<file path="config.mk">
export PLATFORM = sky130hd
export DESIGN_NAME = temperature_step_profile_sequencer
export DESIGN_NICKNAME = d
export VERILOG_FILES = /design/src/rtl/core/tsps_pkg.sv /design/src/rtl/core/tsps_ram.sv /design/src/rtl/core/tsps_exec.sv /design/src/rtl/core/temperature_step_profile_sequencer.sv
export VERILOG_INCLUDE_DIRS = /design/src /design/src/rtl/core
export SDC_FILE = /design/constraint.sdc
export NUM_CORES = 1
export LEC_CHECK = 0
export BUFFER_PORTS_ARGS = -buffer_cell sky130_fd_sc_hd__buf_2
export CORE_MARGIN = 3
export CORE_UTILIZATION = 60
export DETAILED_ROUTE_END_ITERATION = 8
export GPL_TIMING_DRIVEN = 0
export MAX_ROUTING_LAYER = met4
export PLACE_DENSITY = 0.79
export REMOVE_ABC_BUFFERS = 1
export SYNTH_ARGS = -nofsm -noshare
export SYNTH_HDL_FRONTEND = slang
export SYNTH_SLANG_ARGS = --single-unit
</file>
<file path="constraint.sdc">
create_clock -name clk_i -period 9.5 [get_ports clk_i]
set_input_delay 1.9 -clock clk_i [delete_from_list [all_inputs] [get_ports clk_i]]
set_output_delay 1.9 -clock clk_i [all_outputs]
set_load 0.01 [all_outputs]
</file>
<file path="src/rtl/core/temperature_step_profile_sequencer_macros.svh">
// ----------------------------------------------------------------------------
// Assertion macros for the temperature step profile sequencer
// Concurrent checks clocked on clk_i with reset rst_ni; empty under synthesis.
// ----------------------------------------------------------------------------
`ifndef TEMPERATURE_STEP_PROFILE_SEQUENCER_MACROS_SVH
`define TEMPERATURE_STEP_PROFILE_SEQUENCER_MACROS_SVH
`ifndef SYNTHESIS
`define TSPS_ASSERT(lbl, prop, msg) \
  lbl: assert property (@(posedge clk_i) disable iff (!rst_ni) (prop)) else $error(msg);
`define TSPS_ASSERT_IMPLY(lbl, ante, cons, msg) \
  lbl: assert property (@(posedge clk_i) disable iff (!rst_ni) (ante) |-> (cons)) \
    else $error(msg);
`else
`define TSPS_ASSERT(lbl, prop, msg)
`define TSPS_ASSERT_IMPLY(lbl, ante, cons, msg)
`endif
`endif

</file>
<file path="src/rtl/core/tsps_pkg.sv">
// ----------------------------------------------------------------------------
// tsps_pkg
// Types and constants shared by the temperature step profile sequencer.
// ----------------------------------------------------------------------------
package tsps_pkg;

  localparam int MaxSteps = 8;
  localparam int StepAw   = (MaxSteps > 1) ? $clog2(MaxSteps) : 1;
  localparam int TempW    = 12;
  localparam int MinW     = 10;
  localparam int PtrW     = 4;
  localparam int TimeW    = 16;
  localparam int TolW     = 8;
  localparam int IdxW     = 3;
  localparam int OpW      = 3;
  localparam int CmpW     = TempW + 2;
  localparam int EntryW   = TempW + MinW;
  localparam int SecPerMin = 60;

  localparam logic [PtrW-1:0]         StepCountRst = 4'd0;
  localparam logic [TimeW-1:0]        CoolDownRst  = 16'd600;
  localparam logic [TolW-1:0]         ToleranceRst = 8'd8;
  localparam logic signed [TempW-1:0] IdleRst      = 12'sd320;
  localparam logic signed [TempW-1:0] TargetRst    = 12'sd320;

  typedef enum logic [OpW-1:0] {
    OpTick   = 3'd0,
    OpLoad   = 3'd1,
    OpStart  = 3'd2,
    OpPause  = 3'd3,
    OpResume = 3'd4
  } op_e;

  typedef enum logic [1:0] {
    CfgStepCount  = 2'd0,
    CfgCoolDown   = 2'd1,
    CfgTolerance  = 2'd2,
    CfgIdleTarget = 2'd3
  } cfg_reg_e;

  typedef struct packed {
    logic [OpW-1:0]         opcode;
    logic signed [TempW-1:0] temperature;
    logic [IdxW-1:0]        entry_index;
    logic signed [TempW-1:0] entry_temp;
    logic [MinW-1:0]        entry_minutes;
  } item_t;

  typedef struct packed {
    logic [PtrW-1:0]         step_count;
    logic [TimeW-1:0]        cool_down_seconds;
    logic [TolW-1:0]         reach_tolerance;
    logic signed [TempW-1:0] idle_target;
  } cfg_t;

  typedef struct packed {
    logic signed [TempW-1:0] temp;
    logic [MinW-1:0]         minutes;
  } entry_t;

  typedef struct packed {
    logic              we;
    logic [StepAw-1:0] addr;
    entry_t            data;
  } ram_wr_t;

  typedef struct packed {
    logic                    running;
    logic                    paused_flag;
    logic                    waiting_for_temp;
    logic                    cooling;
    logic [PtrW-1:0]         step_number;
    logic signed [TempW-1:0] target_temp;
    logic                    heater_force_off;
    logic                    mixer_auto;
    logic                    mixer_stop;
    logic                    hold_started;
    logic                    cool_down_done;
  } result_t;

endpackage

</file>
<file path="src/rtl/core/tsps_ram.sv">
// ----------------------------------------------------------------------------
// tsps_ram
// Generic single write, single read RAM with registered read data.
// ----------------------------------------------------------------------------
module tsps_ram #(
  parameter int Width = 8,
  parameter int Depth = 8
) (
  input  logic                                     clk_i,
  input  logic                                     we_i,
  input  logic [((Depth > 1) ? $clog2(Depth) : 1)-1:0] waddr_i,
  input  logic [Width-1:0]                         wdata_i,
  input  logic                                     re_i,
  input  logic [((Depth > 1) ? $clog2(Depth) : 1)-1:0] raddr_i,
  output logic [Width-1:0]                         rdata_o
);

  logic [Width-1:0] mem_q [Depth];
  logic [Width-1:0] rdata_q;

  always_ff @(posedge clk_i) begin
    if (we_i) begin
      mem_q[waddr_i] <= wdata_i;
    end
    if (re_i) begin
      rdata_q <= mem_q[raddr_i];
    end
  end

  assign rdata_o = rdata_q;

endmodule

</file>
<file path="src/rtl/core/tsps_exec.sv">
// ----------------------------------------------------------------------------
// tsps_exec
// Sequencer state and per-beat update: step entry, reach test, hold and
// cool-down timing, table write requests.
// ----------------------------------------------------------------------------
module tsps_exec (
  input  logic                      clk_i,
  input  logic                      rst_ni,
  input  logic                      fire_i,
  input  tsps_pkg::item_t           item_i,
  input  tsps_pkg::entry_t          entry_i,
  input  tsps_pkg::cfg_t            cfg_i,
  output logic [tsps_pkg::PtrW-1:0] ptr_next_o,
  output tsps_pkg::ram_wr_t         wr_o,
  output tsps_pkg::result_t         result_o
);

  logic [tsps_pkg::PtrW-1:0]         ptr_q, ptr_d;
  logic                              run_q, run_d;
  logic                              pause_q, pause_d;
  logic                              wait_q, wait_d;
  logic                              cool_q, cool_d;
  logic                              mix_auto_q, mix_auto_d;
  logic signed [tsps_pkg::TempW-1:0] target_q, target_d;
  logic [tsps_pkg::TimeW-1:0]        hold_el_q, hold_el_d;
  logic [tsps_pkg::TimeW-1:0]        hold_len_q, hold_len_d;
  logic [tsps_pkg::TimeW-1:0]        cool_el_q, cool_el_d;

  logic [tsps_pkg::PtrW-1:0]         eff_count;
  logic [tsps_pkg::PtrW-1:0]         enter_ptr;
  logic                              do_enter;
  logic [tsps_pkg::TimeW-1:0]        hold_inc, cool_inc, entry_len;
  logic signed [tsps_pkg::CmpW-1:0]  temp_ext, thresh;
  logic                              reached;
  logic                              p_heater, p_mstop, p_hold, p_cdone;
  tsps_pkg::op_e                     op;

  assign op        = tsps_pkg::op_e'(item_i.opcode);
  assign eff_count = (int'(cfg_i.step_count) > tsps_pkg::MaxSteps) ?
                     tsps_pkg::PtrW'(tsps_pkg::MaxSteps) : cfg_i.step_count;
  assign hold_inc  = (hold_el_q != '1) ? hold_el_q + 1'b1 : hold_el_q;
  assign cool_inc  = (cool_el_q != '1) ? cool_el_q + 1'b1 : cool_el_q;
  assign entry_len = tsps_pkg::TimeW'(32'(entry_i.minutes) * tsps_pkg::SecPerMin);
  assign temp_ext  = tsps_pkg::CmpW'(item_i.temperature);
  assign thresh    = tsps_pkg::CmpW'(target_q) -
                     signed'({{(tsps_pkg::CmpW - tsps_pkg::TolW){1'b0}}, cfg_i.reach_tolerance});
  assign reached   = (temp_ext >= thresh);

  always_comb begin
    ptr_d      = ptr_q;
    run_d      = run_q;
    pause_d    = pause_q;
    wait_d     = wait_q;
    cool_d     = cool_q;
    mix_auto_d = mix_auto_q;
    target_d   = target_q;
    hold_el_d  = hold_el_q;
    hold_len_d = hold_len_q;
    cool_el_d  = cool_el_q;
    p_heater   = 1'b0;
    p_mstop    = 1'b0;
    p_hold     = 1'b0;
    p_cdone    = 1'b0;
    do_enter   = 1'b0;
    enter_ptr  = ptr_q;
    wr_o       = '0;
    wr_o.addr  = tsps_pkg::StepAw'(item_i.entry_index);
    wr_o.data  = '{temp: item_i.entry_temp, minutes: item_i.entry_minutes};

    if (fire_i) begin
      case (op)
        tsps_pkg::OpTick: begin
          if (run_q) begin
            if (cool_q) begin
              cool_el_d = cool_inc;
              if (cool_inc >= cfg_i.cool_down_seconds) begin
                cool_d     = 1'b0;
                run_d      = 1'b0;
                pause_d    = 1'b0;
                mix_auto_d = 1'b0;
                p_mstop    = 1'b1;
                p_cdone    = 1'b1;
              end
            end else if (!pause_q) begin
              if (wait_q) begin
                if (reached) begin
                  wait_d    = 1'b0;
                  hold_el_d = '0;
                  p_hold    = 1'b1;
                end
              end else begin
                hold_el_d = hold_inc;
                if (hold_inc >= hold_len_q) begin
                  do_enter  = 1'b1;
                  enter_ptr = ptr_q + 1'b1;
                end
              end
            end
          end
        end
        tsps_pkg::OpLoad: begin
          wr_o.we = (int'(item_i.entry_index) < tsps_pkg::MaxSteps);
        end
        tsps_pkg::OpStart: begin
          run_d     = 1'b1;
          pause_d   = 1'b0;
          cool_d    = 1'b0;
          wait_d    = 1'b0;
          hold_el_d = '0;
          cool_el_d = '0;
          do_enter  = 1'b1;
          enter_ptr = '0;
        end
        tsps_pkg::OpPause: begin
          if (run_q) begin
            pause_d = 1'b1;
          end
        end
        tsps_pkg::OpResume: begin
          pause_d = 1'b0;
        end
        default: begin
        end
      endcase

      if (do_enter) begin
        ptr_d = enter_ptr;
        if (enter_ptr >= eff_count) begin
          p_heater   = 1'b1;
          target_d   = cfg_i.idle_target;
          mix_auto_d = 1'b1;
          p_mstop    = 1'b1;
          cool_d     = 1'b1;
          cool_el_d  = '0;
        end else begin
          target_d   = entry_i.temp;
          hold_len_d = entry_len;
          wait_d     = 1'b1;
          hold_el_d  = '0;
        end
      end
    end
  end

  always_ff @(posedge clk_i or negedge rst_ni) begin
    if (!rst_ni) begin
      ptr_q      <= '0;
      run_q      <= 1'b0;
      pause_q    <= 1'b0;
      wait_q     <= 1'b0;
      cool_q     <= 1'b0;
      mix_auto_q <= 1'b0;
      target_q   <= tsps_pkg::TargetRst;
      hold_el_q  <= '0;
      hold_len_q <= '0;
      cool_el_q  <= '0;
    end else begin
      ptr_q      <= ptr_d;
      run_q      <= run_d;
      pause_q    <= pause_d;
      wait_q     <= wait_d;
      cool_q     <= cool_d;
      mix_auto_q <= mix_auto_d;
      target_q   <= target_d;
      hold_el_q  <= hold_el_d;
      hold_len_q <= hold_len_d;
      cool_el_q  <= cool_el_d;
    end
  end

  assign ptr_next_o = ptr_d;

  always_comb begin
    result_o.running          = run_d;
    result_o.paused_flag      = pause_d;
    result_o.waiting_for_temp = wait_d;
    result_o.cooling          = cool_d;
    result_o.step_number      = ptr_d;
    result_o.target_temp      = target_d;
    result_o.heater_force_off = p_heater;
    result_o.mixer_auto       = mix_auto_d;
    result_o.mixer_stop       = p_mstop;
    result_o.hold_started     = p_hold;
    result_o.cool_down_done   = p_cdone;
  end

endmodule

</file>
<file path="src/rtl/core/temperature_step_profile_sequencer.sv">
// ----------------------------------------------------------------------------
// temperature_step_profile_sequencer
// Ramp and soak sequencer over a step table held in RAM.
// ----------------------------------------------------------------------------
// Usage:
//   Input channel (in_valid_i / in_ready_o): one beat per command: tick with a
//   temperature sample, load step, start, pause or resume.
//   Output channel (out_valid_o / out_ready_i): one status beat per command,
//   showing the state after that command plus event pulses.
//   Config channel (cfg_valid_i / cfg_ready_o): always ready; write only while
//   no command is in flight.
//   Pipeline: an accepted command is held in the execute stage register, and
//   its status beat is registered in the output register when that stage fires.
//   The step table RAM is read when the command is accepted, with the address
//   taken from the sequencer state as it stands after the command ahead of it.
//   Throughput: one command per cycle while out_ready_i stays high.
//   Stall: when out_ready_i is low, the output register holds its beat and the
//   execute stage holds one more command; in_ready_o drops once both are full.
//   Reset: sequencer idle, step 0, target 320, registers at their defaults.
//   Table entries are undefined until loaded; no clearing pass is made.
// ----------------------------------------------------------------------------
`include "temperature_step_profile_sequencer_macros.svh"

module temperature_step_profile_sequencer (
  input  logic                              clk_i,
  input  logic                              rst_ni,
  input  logic                              cfg_valid_i,
  output logic                              cfg_ready_o,
  input  logic [1:0]                        cfg_index_i,
  input  logic [15:0]                       cfg_data_i,
  input  logic                              in_valid_i,
  output logic                              in_ready_o,
  input  logic [tsps_pkg::OpW-1:0]          opcode_i,
  input  logic signed [tsps_pkg::TempW-1:0] temperature_i,
  input  logic [tsps_pkg::IdxW-1:0]         entry_index_i,
  input  logic signed [tsps_pkg::TempW-1:0] entry_temp_i,
  input  logic [tsps_pkg::MinW-1:0]         entry_minutes_i,
  output logic                              out_valid_o,
  input  logic                              out_ready_i,
  output logic                              running_o,
  output logic                              paused_flag_o,
  output logic                              waiting_for_temp_o,
  output logic                              cooling_o,
  output logic [tsps_pkg::PtrW-1:0]         step_number_o,
  output logic signed [tsps_pkg::TempW-1:0] target_temp_o,
  output logic                              heater_force_off_o,
  output logic                              mixer_auto_o,
  output logic                              mixer_stop_o,
  output logic                              hold_started_o,
  output logic                              cool_down_done_o
);

  tsps_pkg::cfg_t    cfg_q;
  tsps_pkg::item_t   s1_item_q;
  logic              s1_valid_q;
  logic              s1_fire, in_fire;
  logic              out_valid_q;
  tsps_pkg::result_t out_q, result;
  tsps_pkg::ram_wr_t wr;
  tsps_pkg::entry_t  entry, ram_rdata, byp_data_q;
  logic              byp_q;
  logic [tsps_pkg::PtrW-1:0]   ptr_next, ptr_inc;
  logic [tsps_pkg::StepAw-1:0] raddr;

  assign cfg_ready_o = 1'b1;

  always_ff @(posedge clk_i or negedge rst_ni) begin
    if (!rst_ni) begin
      cfg_q.step_count        <= tsps_pkg::StepCountRst;
      cfg_q.cool_down_seconds <= tsps_pkg::CoolDownRst;
      cfg_q.reach_tolerance   <= tsps_pkg::ToleranceRst;
      cfg_q.idle_target       <= tsps_pkg::IdleRst;
    end else if (cfg_valid_i) begin
      unique case (tsps_pkg::cfg_reg_e'(cfg_index_i))
        tsps_pkg::CfgStepCount:  cfg_q.step_count        <= cfg_data_i[tsps_pkg::PtrW-1:0];
        tsps_pkg::CfgCoolDown:   cfg_q.cool_down_seconds <= cfg_data_i[tsps_pkg::TimeW-1:0];
        tsps_pkg::CfgTolerance:  cfg_q.reach_tolerance   <= cfg_data_i[tsps_pkg::TolW-1:0];
        tsps_pkg::CfgIdleTarget: cfg_q.idle_target       <= signed'(cfg_data_i[tsps_pkg::TempW-1:0]);
        default: begin
        end
      endcase
    end
  end

  assign s1_fire    = s1_valid_q && (!out_valid_q || out_ready_i);
  assign in_ready_o = !s1_valid_q || s1_fire;
  assign in_fire    = in_valid_i && in_ready_o;

  assign ptr_inc = ptr_next + 1'b1;
  assign raddr   = (opcode_i == tsps_pkg::OpStart) ? '0 : tsps_pkg::StepAw'(ptr_inc);

  always_ff @(posedge clk_i or negedge rst_ni) begin
    if (!rst_ni) begin
      s1_valid_q  <= 1'b0;
      out_valid_q <= 1'b0;
      byp_q       <= 1'b0;
    end else begin
      if (in_fire) begin
        s1_valid_q <= 1'b1;
        byp_q      <= wr.we && (wr.addr == raddr);
      end else if (s1_fire) begin
        s1_valid_q <= 1'b0;
      end
      if (s1_fire) begin
        out_valid_q <= 1'b1;
      end else if (out_ready_i) begin
        out_valid_q <= 1'b0;
      end
    end
  end

  always_ff @(posedge clk_i) begin
    if (in_fire) begin
      s1_item_q.opcode        <= opcode_i;
      s1_item_q.temperature   <= temperature_i;
      s1_item_q.entry_index   <= entry_index_i;
      s1_item_q.entry_temp    <= entry_temp_i;
      s1_item_q.entry_minutes <= entry_minutes_i;
      byp_data_q              <= wr.data;
    end
    if (s1_fire) begin
      out_q <= result;
    end
  end

  tsps_ram #(
    .Width (tsps_pkg::EntryW),
    .Depth (tsps_pkg::MaxSteps)
  ) u_table (
    .clk_i   (clk_i),
    .we_i    (wr.we),
    .waddr_i (wr.addr),
    .wdata_i (wr.data),
    .re_i    (in_fire),
    .raddr_i (raddr),
    .rdata_o (ram_rdata)
  );

  assign entry = byp_q ? byp_data_q : ram_rdata;

  tsps_exec u_exec (
    .clk_i      (clk_i),
    .rst_ni     (rst_ni),
    .fire_i     (s1_fire),
    .item_i     (s1_item_q),
    .entry_i    (entry),
    .cfg_i      (cfg_q),
    .ptr_next_o (ptr_next),
    .wr_o       (wr),
    .result_o   (result)
  );

  assign out_valid_o        = out_valid_q;
  assign running_o          = out_q.running;
  assign paused_flag_o      = out_q.paused_flag;
  assign waiting_for_temp_o = out_q.waiting_for_temp;
  assign cooling_o          = out_q.cooling;
  assign step_number_o      = out_q.step_number;
  assign target_temp_o      = out_q.target_temp;
  assign heater_force_off_o = out_q.heater_force_off;
  assign mixer_auto_o       = out_q.mixer_auto;
  assign mixer_stop_o       = out_q.mixer_stop;
  assign hold_started_o     = out_q.hold_started;
  assign cool_down_done_o   = out_q.cool_down_done;

  `TSPS_ASSERT_IMPLY(a_heater_off_cool, out_valid_o && heater_force_off_o, cooling_o && mixer_auto_o && mixer_stop_o && running_o, "heater off without cool-down entry")
  `TSPS_ASSERT_IMPLY(a_cool_done_stop, out_valid_o && cool_down_done_o, !running_o && !cooling_o && mixer_stop_o && !mixer_auto_o, "cool-down end did not stop run")
  `TSPS_ASSERT_IMPLY(a_hold_start, out_valid_o && hold_started_o, running_o && !waiting_for_temp_o && !cooling_o, "hold started in wrong state")
  `TSPS_ASSERT_IMPLY(a_exec_hold, s1_valid_q && !s1_fire, ##1 s1_valid_q && $stable(s1_item_q), "stalled command lost")

endmodule

</file>
==> metrics.txt, run 1 <==
Mapped Cells 1,359; crit-path max FO 27; Worst EP required 9720 ps; Initial Util 0.6130; cell family with most CP delay simple AND/OR/NAND/NOR gates; post-cts sizing count 0; net switching power 1295 µW; clk sinks 395; skew final 14.46 ps; endpoints failing hold 0; DIE HEIGHT 180.7 µm; clk root buf clkbuf_16; nets 1,613; drt initial violations 968; Net Sw Frac 0.2772; met2 Use GR 0.3871; prevailing post-synth register cell edfxtp_1; CTS tree built; #FFs+latches synth 395; Chip Width 180.7 µm; DIE AREA 32,650 µm²; H-tree Lvls 2; busiest metal layer after global routing met2; worst skew pair latency 540 ps; Slew Limit Fails 0; first-pass GRT wire length 60,540 µm; pre-CTS setup slack 1804 ps; Routed Antenna Nets 0; core area 29,870 µm²; routed via count 11,294; Seq/Total Area, Yosys 0.6183; CP Cell Sequence ha_1 -> nand3_1 -> or4_1 -> and4_1 -> nand4_1 -> nor2_1 -> xor2_1 -> ha_1 -> and4_1 -> a221oi_1 -> a31oi_1 -> nor2_1 -> or2_1 -> mux2_2 -> ha_1 -> nand2_1 -> or2_1 -> buf_8 -> o221ai_1; Worst Hold Class flop to flop; max_cap viols 0; overflow left after global routing 0; post-CTS setup buffer count 0; Post-Syn Area 18,310 µm²; post-synth cell types 68; Area Growth Syn to Fin 13.42%; Max Clk Rate 0.1285 GHz; RSZ-0062 raised after global routing no; HPWL Detailed 25,470 µm; final non-filler cell total 1,877; final worst slack 1717 ps; drt pass-1 iters 5; vias per cell 6.017; largest net degree at the start of global routing 83; CP startpoint kind flop; CP max stage cell nand2_1; critical path type flop to flop; Post-Route WL 37,850 µm; hold buffers post-CTS 0; Comb pwr share 0.205; PwrDens 225.0 nW/µm²; final setup fails 0; post-route cell area 20,770 µm²; # IOs 91; clock-pin slew on the worst setup and hold paths 60 ps; vias in the first global route 11,422; DRC violations left 0; cell mode on critical path ha_1; # placed instances 1,803; slew at the pin closest to its max-slew limit 1418 ps; Overall Global Routing Usage 0.2378; Routability Congestion 0.9102; row cnt 63; met3 Usage GRT 0.03564; Yosys warnings 0; worst vdd ir 0.1809 mV; I/O Buffers 89; initial antenna violation count 0; status finished, final reports clean; routed len/inst 20.16 µm; met1 GRT Util 0.3134; placed cell area 19,420 µm²; Crit. End Element flop; minimum clock period 7783 ps; Final Total Pwr 4673 µW; Synth async-reset ratio 0.2785; part of the power in registers 0.455; CP arrival 8010 ps; Max Buffers Root-to-Sink 3; internal cell power 3378 µW; final period utilization 0.8192; Pleak 0.007801 µW; Syn Area/Cell 13.48 µm²; CP bufs+invs 1; layout cells sized above 1 0.1836; slowest stage delay, CP 800 ps; antenna diode count 0; Slew Limit Headroom 0.05469; CTS buffer count 41; Clk pwr share 0.340; EDFF count, synth 285
cells in the final DEF (no fill, tap or decap), types with 11 or more instances in the layout:
master / n
xnor2_1: 31
nand4_1: 18
clkbuf_16: 43
nand3_1: 23
o221ai_1: 22
nand2b_1: 12
and3_1: 11
xor2_1: 14
inv_1: 62
a21o_1: 16
buf_6: 13
mux2_2: 74
nor3_1: 11
buf_2: 88
o211ai_1: 22
ha_1: 76
nand2_1: 114
mux2i_1: 83
a21oi_1: 49
nor2_1: 45
dfrtp_1: 101
o21ai_0: 74
edfxtp_1: 285
fa_1: 18
worst reg2reg max path, stage by stage, from the launching register on:
cell      delay, ps
dfrtp_1         430
ha_1            270
nand3_1         110
or4_1           690
and4_1          380
nand4_1         240
nor2_1          120
xor2_1          210
ha_1            290
and4_1          170
a221oi_1        690
a31oi_1         380
nor2_1          210
or2_1           740
mux2_2          450
ha_1            290
nand2_1         800
or2_1           620
buf_8           250
o221ai_1        140
logic make-up (layout without fill, tap and decap cells):
| group | after synthesis | after routing | share of synthesized area |
|---|---|---|---|
| adders and majority gates | 94 | 94 | 0.07160 |
| DFF | 395 | 395 | 0.6183 |
| buffers and inverters | 120 | 248 | 0.02856 |
| other | 1 | 1 | 0.0002048 |
| AOI/OAI and AO/OA | 253 | 253 | 0.09060 |
| and+or+nand+nor | 292 | 292 | 0.07659 |
| muxes | 159 | 159 | 0.09265 |
| xor gates and xnor gates | 45 | 45 | 0.02152 |
Yosys cell counts, types with 4 or more instances:
master,number,area [µm²]
buf_1,4,15.01
nor2b_1,6,37.54
a221o_1,5,50.05
xor2_1,14,122.6
dfstp_2,9,236.5
and3_1,11,68.82
o21bai_1,4,30.03
nor3_1,13,65.06
nand3_1,23,115.1
a22o_1,7,61.31
fa_1,18,360.4
edfxtp_1,285,8558
a21oi_1,50,250.2
nand2_1,114,427.9
clkbuf_1,29,108.9
o41ai_1,4,35.03
a21o_1,16,120.1
dfrtp_1,101,2527
ha_1,76,950.9
xnor2_1,31,271.5
o22ai_1,4,25.02
a22oi_1,4,30.03
nor3b_1,4,30.03
and2_1,6,37.54
inv_1,62,232.7
nand2b_1,12,75.07
buf_4,7,52.55
nor4_1,9,56.30
o21a_1,5,37.54
a32o_1,6,60.06
o211ai_1,22,165.2
nand4_1,18,112.6
buf_2,13,65.06
mux2_2,74,833.3
buf_6,4,45.04
mux2i_1,84,840.8
or3_1,9,56.30
a31oi_1,9,56.30
o221ai_1,22,192.7
o21ai_0,74,370.4
nor2_1,51,191.4
area by class of cell:
cell class	instances	area, µm²
tap	390	488.0
multi-input combinational	844	6534
clock buffer	55	1161
clock inverter	19	191.4
timing repair buffer	111	837.1
fill	1999	9105
sequential	395	11320
inverter	63	236.5
metrics by stage:
step	utilization	setup TNS, ps	hold WS [ps]
after global placement	0.6346	-92290	463.8
after global routing	0.6952	0	503.0
after detailed placement	0.6500	0	474.5
final	0.6952	0	483.6
after floorplan	-	-21260	449.3
after CTS	0.6952	0	487.3
worst paths after layout:
path	startpoint	end	slack [ps]	cells past startpoint
worst min-delay path	u_exec.hold_len_q[13]	u_exec.hold_len_q[13]	480	2
worst min register to register	u_exec.hold_len_q[13]	u_exec.hold_len_q[13]	480	2
worst max register to register	u_exec.hold_el_q[0]	u_table.rdata_o[9]	1720	19
worst max-delay path	u_exec.hold_el_q[0]	u_table.rdata_o[9]	1720	19
max in group asynchronous	rst_ni	cfg_q[26]	7500	2
min in group asynchronous	rst_ni	cfg_q[9]	1250	1
power by group through the flow:
stage	clock network (µW)	logic, µW	registers [µW]
3_5_place_dp	0	948	2160
3_3_place_gp	0	894	2150
5_1_grt	1690	1090	2140
4_1_cts	1620	960	2130
6_report	1590	957	2130
2_1_floorplan	0	685	2140
per-layer routing:
layer	up-vias	wire length (µm)
met5	-	0
met4	0	1049
met3	75	2091
met2	338	18660
met1	5591	16050
li1	5290	-
flip-flops by register name, summed over array words and instances, names as in the netlist, 4 cells and up:
name	count
s1_item_q	40
u_exec.hold_len_q	14
u_exec.hold_el_q	16
u_exec.target_q	12
cfg_q	40
target_temp_o	12
byp_data_q	22
step_number_o	4
u_exec.cool_el_q	16
u_table.rdata_o	22
u_table.mem_q	176
u_exec.ptr_q	4
(Power assumes the default switching activity.)
==> run 2: changes to the inputs <==
- CORE_UTILIZATION: 60 -> 56
- PLACE_DENSITY: 0.79 -> 0.78
- clock period: 9.5 -> 6.25 ns (I/O delays scaled with it)
==> run 2 against run 1 <==
Worst setup slack got worse by 1400 ps. Die area increased by 6.9%. Register-to-register slack got worse by 1400 ps. Sequential share of layout area decreased by 0.47 points. Final cell count increased by 2.7%. Core utilization decreased by 3.8 points. Clock skew increased by 0.97 ps. Critical path type unchanged. Critical endpoint is now u_table.rdata_o[3]. Largest cell class unchanged. Highest routed layer unchanged.
==> metrics.txt, run 2 (synthesized netlist as in run 1, its figures left out) <==
DIE AREA 34,910 µm²; slowest stage delay, CP 500 ps; Reg-to-Reg End u_table.rdata_o[3]; first-pass GRT wire length 60,430 µm; cell family with most CP delay simple AND/OR/NAND/NOR gates; row cnt 65; slew at the pin closest to its max-slew limit 1386 ps; Regs by FF count u_table.mem_q: 176 flops, cfg_q: 40 flops, s1_item_q: 40 flops; CP startpoint kind flop; clock-pin slew on the worst setup and hold paths 60 ps; Chip Width 186.8 µm; final setup fails 0; final core occ 0.6572; Routability Congestion 0.8902; Initial Util 0.5744; # IOs 91; Area Growth Syn to Fin 14.42%; routed via count 11,313; WHS Path Cells 1; filler cell count 2,271; Max Clk Rate 0.1679 GHz; Routed Antenna Nets 0; most common cell after layout, fill and taps aside edfxtp_1; DIE HEIGHT 186.8 µm; Biggest register u_table.mem_q; CP bufs+invs 5; HPWL Detailed 24,960 µm; CP max stage cell or4_4; startpoint of the worst hold path u_exec.hold_len_q[14]; FF-to-FF Start u_exec.hold_el_q[0]; largest net degree at the start of global routing 63; Final Total Pwr 7066 µW; PwrDens 337.2 nW/µm²; hold buffers post-CTS 0; skew final 15.42 ps; crit-path max FO 27; layout cells sized above 1 0.1957; CTS tree built; Worst Hold Class flop to flop; routed len/inst 19.53 µm; I/O Buffers 89; R2R setup slack 290 ps; core area 31,880 µm²; overflow left after global routing 0; endpoints failing hold 0; drt pass-1 iters 5; clk sinks 395; H-tree Lvls 2; worst vdd ir 0.2728 mV; Hold Path End u_exec.hold_len_q[14]; vias per cell 5.868; critical path type flop to flop; CTS buffer count 41; most frequent cells in the layout 285 x edfxtp_1, 113 x nand2_1, 100 x dfrtp_1; R2R depth 25; max reg flops 176; final period utilization 0.9529; Post-Route WL 37,650 µm; max_cap viols 0; status finished, final reports clean; DRC violations left 0; Crit. End Element flop; vias in the first global route 11,337; worst skew pair latency 540 ps; clk root buf clkbuf_16; drt initial violations 863; Pleak 0.007850 µW; nets 1,620; Overall Global Routing Usage 0.2215; Slew Limit Headroom 0.07576; Worst EP required 6500 ps; CP arrival 6210 ps; initial antenna violation count 1; Max Buffers Root-to-Sink 3; minimum clock period 5956 ps; Slew Limit Fails 0; cell mode on critical path buf_4
-- run 2: cell types whose count changed in the layout (fill, tap and decap cells not counted), moves of 3 or more --
cell	change
buf_6	-7
buf_8	+4
nor4_4	+3
buf_4	+11
nor4_1	-3
clkinv_2	-3
-- run 2: layer usage --
layer  up-vias  GRT usage  part of all wire
met5         -          -                 0
met4         0    0.06630             0.027
met3        69    0.02792             0.053
met2       348     0.3576              0.49
met1      5588     0.2989              0.43
li1       5308          -                 -
-- run 2: worst reg2reg max path, cell delays in order, from the launching register on --
cell and delay (ps):
dfrtp_2 410, ha_2 240, nand3_1 100, or4_4 500, and4_4 270, nand4_1 120
buf_4 140, nor2_1 50, xor2_1 160, ha_1 330, nand4_1 100, buf_4 180
nor4_4 320, o41ai_4 180, a31oi_4 220, buf_4 160, nor2_1 40, or2_4 400
mux2_2 360, ha_1 200, nand2b_1 170, mux2i_4 250, buf_4 200, buf_12 190
mux2i_1 240, o221ai_1 150
-- run 2: cell type report --
cell class	instances	area [µm²]	area share
well taps	435	544.3	0.02598
diodes	1	2.502	0.0001194
flip-flops and latches	395	11320	0.5404
inverters	63	236.5	0.01129
multi-input cells	844	6688	0.3192
clock inverters	16	126.4	0.006031
repair buffers	118	865.8	0.04132
clock buffers	56	1166	0.05566
-- run 2: how the worst max path moves through the flow --
stage                     cells past startpoint            startpoint                   end  slack, ps
after floorplan                              20   u_exec.hold_el_q[0]    u_table.rdata_o[0]      -4190
after global placement                       19   u_exec.hold_el_q[0]    u_table.rdata_o[4]      -7380
after detailed placement                     19   u_exec.hold_el_q[0]    u_table.rdata_o[7]      -1380
after CTS                                    25   u_exec.hold_el_q[0]  u_exec.hold_el_q[11]          4
after global routing                         22  u_exec.hold_el_q[11]   u_table.rdata_o[13]        -10
final                                        25   u_exec.hold_el_q[0]    u_table.rdata_o[3]        290
-- run 2: timing repair --
action | 4_1_cts | 5_1_grt
setup endpoints to repair | 99 | 87
gates resized for setup | 19 | 10
pin swaps | 1 | 7
setup buffers | 5 | 6
-- run 2: power by group --
part           switching [µW]  internal (µW)  leakage [µW]
combinational             853            648       0.00324
clock                     979           1350      0.000634
sequential                157           3080       0.00398
-- run 2: metrics by stage --
step                worst slack [ps]  instances  cell area, µm²  setup TNS (ps)  hold slack, ps
finish                         294.4       1928           20950               0           476.1
detailed placement             -1377       1844           19430          -58100           468.5
global placement               -7380       1826           19020         -286870           462.7
global route                  -12.20       1928           20950          -24.30           503.8
CTS                            4.331       1921           20850               0           480.1
floorplan                      -4191       1302           18030         -104600           449.3
==> run 3: changes to the inputs <==
- ABC_AREA: default -> 1
- PLACE_DENSITY: 0.78 -> default
- PLACE_DENSITY_LB_ADDON: default -> 0.1
==> run 3 against run 2 <==
Worst hold slack improved by 13 ps. Power rose by 54%. Sequential share of layout area decreased by 2.8 points. Flip-flop and latch count is the same. Clock skew up 0.98 ps. Register-to-register slack better by 180 ps. Sequential power rose by 12%. Combinational power grew to 3.3 times the previous value. Via count is 24% higher. Largest cell class unchanged. Non-clock buffer count fell by 6. Die area up 7.1%.
==> metrics.txt, run 3 <==
post-synth cell types 49; drt pass-1 iters 5; HPWL Detailed 28,350 µm; DIE HEIGHT 193.4 µm; Synth top cells by count 418 x nand2_1, 339 x inv_1, 285 x edfxtp_1; routed len/inst 17.55 µm; vias per cell 5.476; RSZ-0062 raised after global routing no; drt initial violations 1,188; Reg-to-Reg End u_table.rdata_o[18]; critical path type flop to flop; final period utilization 0.9243; Biggest register u_table.mem_q; Synth async-reset ratio 0.2785; R2R depth 30; Initial Util 0.5776; nets 2,245; PwrDens 492.1 nW/µm²; CP bufs+invs 4; cell family with most CP delay simple AND/OR/NAND/NOR gates; Crit. End Element flop; max reg flops 176; area share of the largest cell type after synthesis 0.4354; EDFF count, synth 285; clk sinks 395; R2R setup slack 470 ps; layout cells sized above 1 0.1085; max_cap viols 0; startpoint of the worst hold path cfg_q[18]; CP max stage cell dfrtp_1; overflow left after global routing 0; first-pass GRT wire length 73,150 µm; routed via count 14,063; Mapped Cells 2,007; CTS tree built; largest net degree at the start of global routing 89; Synth area leaders edfxtp_1 44%, dfrtp_1 13%, nand2_1 8.0%; skew final 16.40 ps; clk root buf clkbuf_16; row cnt 67; Chip Width 193.4 µm; final worst slack 473.4 ps; slowest stage delay, CP 430 ps; most common cell after layout, fill and taps aside nand2_1; cell mode on critical path nand2_1; prevailing post-synth register cell edfxtp_1; minimum clock period 5777 ps; Post-Syn Area 19,660 µm²; FF-to-FF Start u_exec.hold_el_q[0]; Yosys warnings 0; Pleak 0.009765 µW; slew at the pin closest to its max-slew limit 1181 ps; WHS Path Cells 2; Hold Path End cfg_q[18]; antenna diode count 0; status finished, final reports clean; Syn Area/Cell 9.795 µm²; final setup fails 0; CP arrival 6100 ps; H-tree Lvls 2; I/O Buffers 89; Seq/Total Area, Yosys 0.5760; Overall Global Routing Usage 0.2494; # IOs 91; Area Growth Syn to Fin 12.42%; #FFs+latches synth 395; area leader, netlist edfxtp_1; Worst Hold Class flop to flop; clock-pin slew on the worst setup and hold paths 60 ps; Routed Antenna Nets 0; worst vdd ir 0.3989 mV; Routability Congestion 0.8522; initial antenna violation count 0; Max Buffers Root-to-Sink 3; Setup crit start u_exec.hold_el_q[0]; worst skew pair latency 570 ps; hold slack 488.7 ps; DIE AREA 37,390 µm²; Post-Route WL 45,060 µm; pre-CTS setup slack -795.4 ps; endpoints failing hold 0; most frequent cells in the layout 417 x nand2_1, 336 x inv_1, 285 x edfxtp_1; Regs by FF count u_table.mem_q: 176 flops, cfg_q: 40 flops, s1_item_q: 40 flops; CTS buffer count 42; Worst EP required 6570 ps; Final Total Pwr 10,870 µW; vias in the first global route 13,854; Max Clk Rate 0.1731 GHz; core area 34,040 µm²; Slew Limit Fails 0; crit-path max FO 25; DRC violations left 0; Slew Limit Headroom 0.2106; most frequent cell after synthesis nand2_1; CP startpoint kind flop
## run 3: changes by cell type after synthesis, moves of 52 or more
cell | before | now
nand2_1 | 114 | 418
inv_1 | 62 | 339
nand3_1 | 23 | 223
mux2i_1 | 84 | 0
mux2_2 | 74 | 8
o21ai_0 | 74 | 126
## run 3: worst max-delay path by stage
stage	endpoint	cells past startpoint
final	u_table.rdata_o[18]	30
after detailed placement	u_table.rdata_o[9]	15
after floorplan	u_table.rdata_o[0]	14
after global placement	u_table.rdata_o[7]	15
after CTS	u_exec.hold_len_q[13]	32
after global routing	u_table.rdata_o[20]	30
## run 3: power by group
part	total, µW	switching [µW]	internal, µW
Sequential	3610	282	3330
Combinational	4960	3110	1850
Clock	2310	994	1310
Total	10900	4390	6490
## run 3: cells by family after synthesis
logic type	share of synthesized area
muxes	0.004583
adders and majority gates	0.06670
other	0.0001908
xor gates and xnor gates	0.01649
DFF	0.5760
AOI/OAI and AO/OA	0.08064
and+or+nand+nor	0.1713
buffers and inverters	0.08408
## run 3: timing repair
action	CTS	global route
setup buffers	1	7
gates resized for setup	10	6
gates cloned	1	2
endpoints found under the setup margin	62	96
pin swaps	0	2
hold buffers	0	0
## run 3: worst register-to-register path, delay by kind of cell (launching register included)
family                     cells  cell delay, ps
xor gates and xnor gates       1             290
DFF                            1             430
AOI/OAI and AO/OA              3             640
and+or+nand+nor               19            2510
buffers and inverters          4             870
adders and majority gates      3             810
## run 3: per-stage QoR
step           area (µm²)  setup TNS (ps)    util  std cells
6_report            22100               0  0.6493       2568
5_1_grt             22100               0  0.6493       2568
4_1_cts             22000               0  0.6465       2559
3_5_place_dp        20680          -28040  0.6076       2481
3_3_place_gp        20310         -251430  0.5967       2466
2_1_floorplan       19300               0       -       1929
## run 3: final cells by class
| class | count | area (µm²) |
|---|---|---|
| inverter | 346 | 1316 |
| clock inverter | 16 | 92.59 |
| multi-input combinational | 1190 | 6809 |
| clock buffer | 60 | 1180 |
| fill | 2754 | 11940 |
| sequential | 395 | 11320 |
| tap | 448 | 560.5 |
| timing repair inverter | 1 | 7.507 |
| timing repair buffer | 112 | 809.5 |
## run 3: metal layers
| metal | global-route usage | part of all wire | up-vias | wire (µm) |
|---|---|---|---|---|
| met1 | 0.3345 | 0.43 | 6661 | 19490 |
| met4 | 0.06938 | 0.024 | 0 | 1100 |
| met2 | 0.4009 | 0.48 | 432 | 21590 |
| met3 | 0.03966 | 0.064 | 98 | 2882 |
| li1 | - | - | 6872 | - |
| met5 | - | 0 | - | 0 |
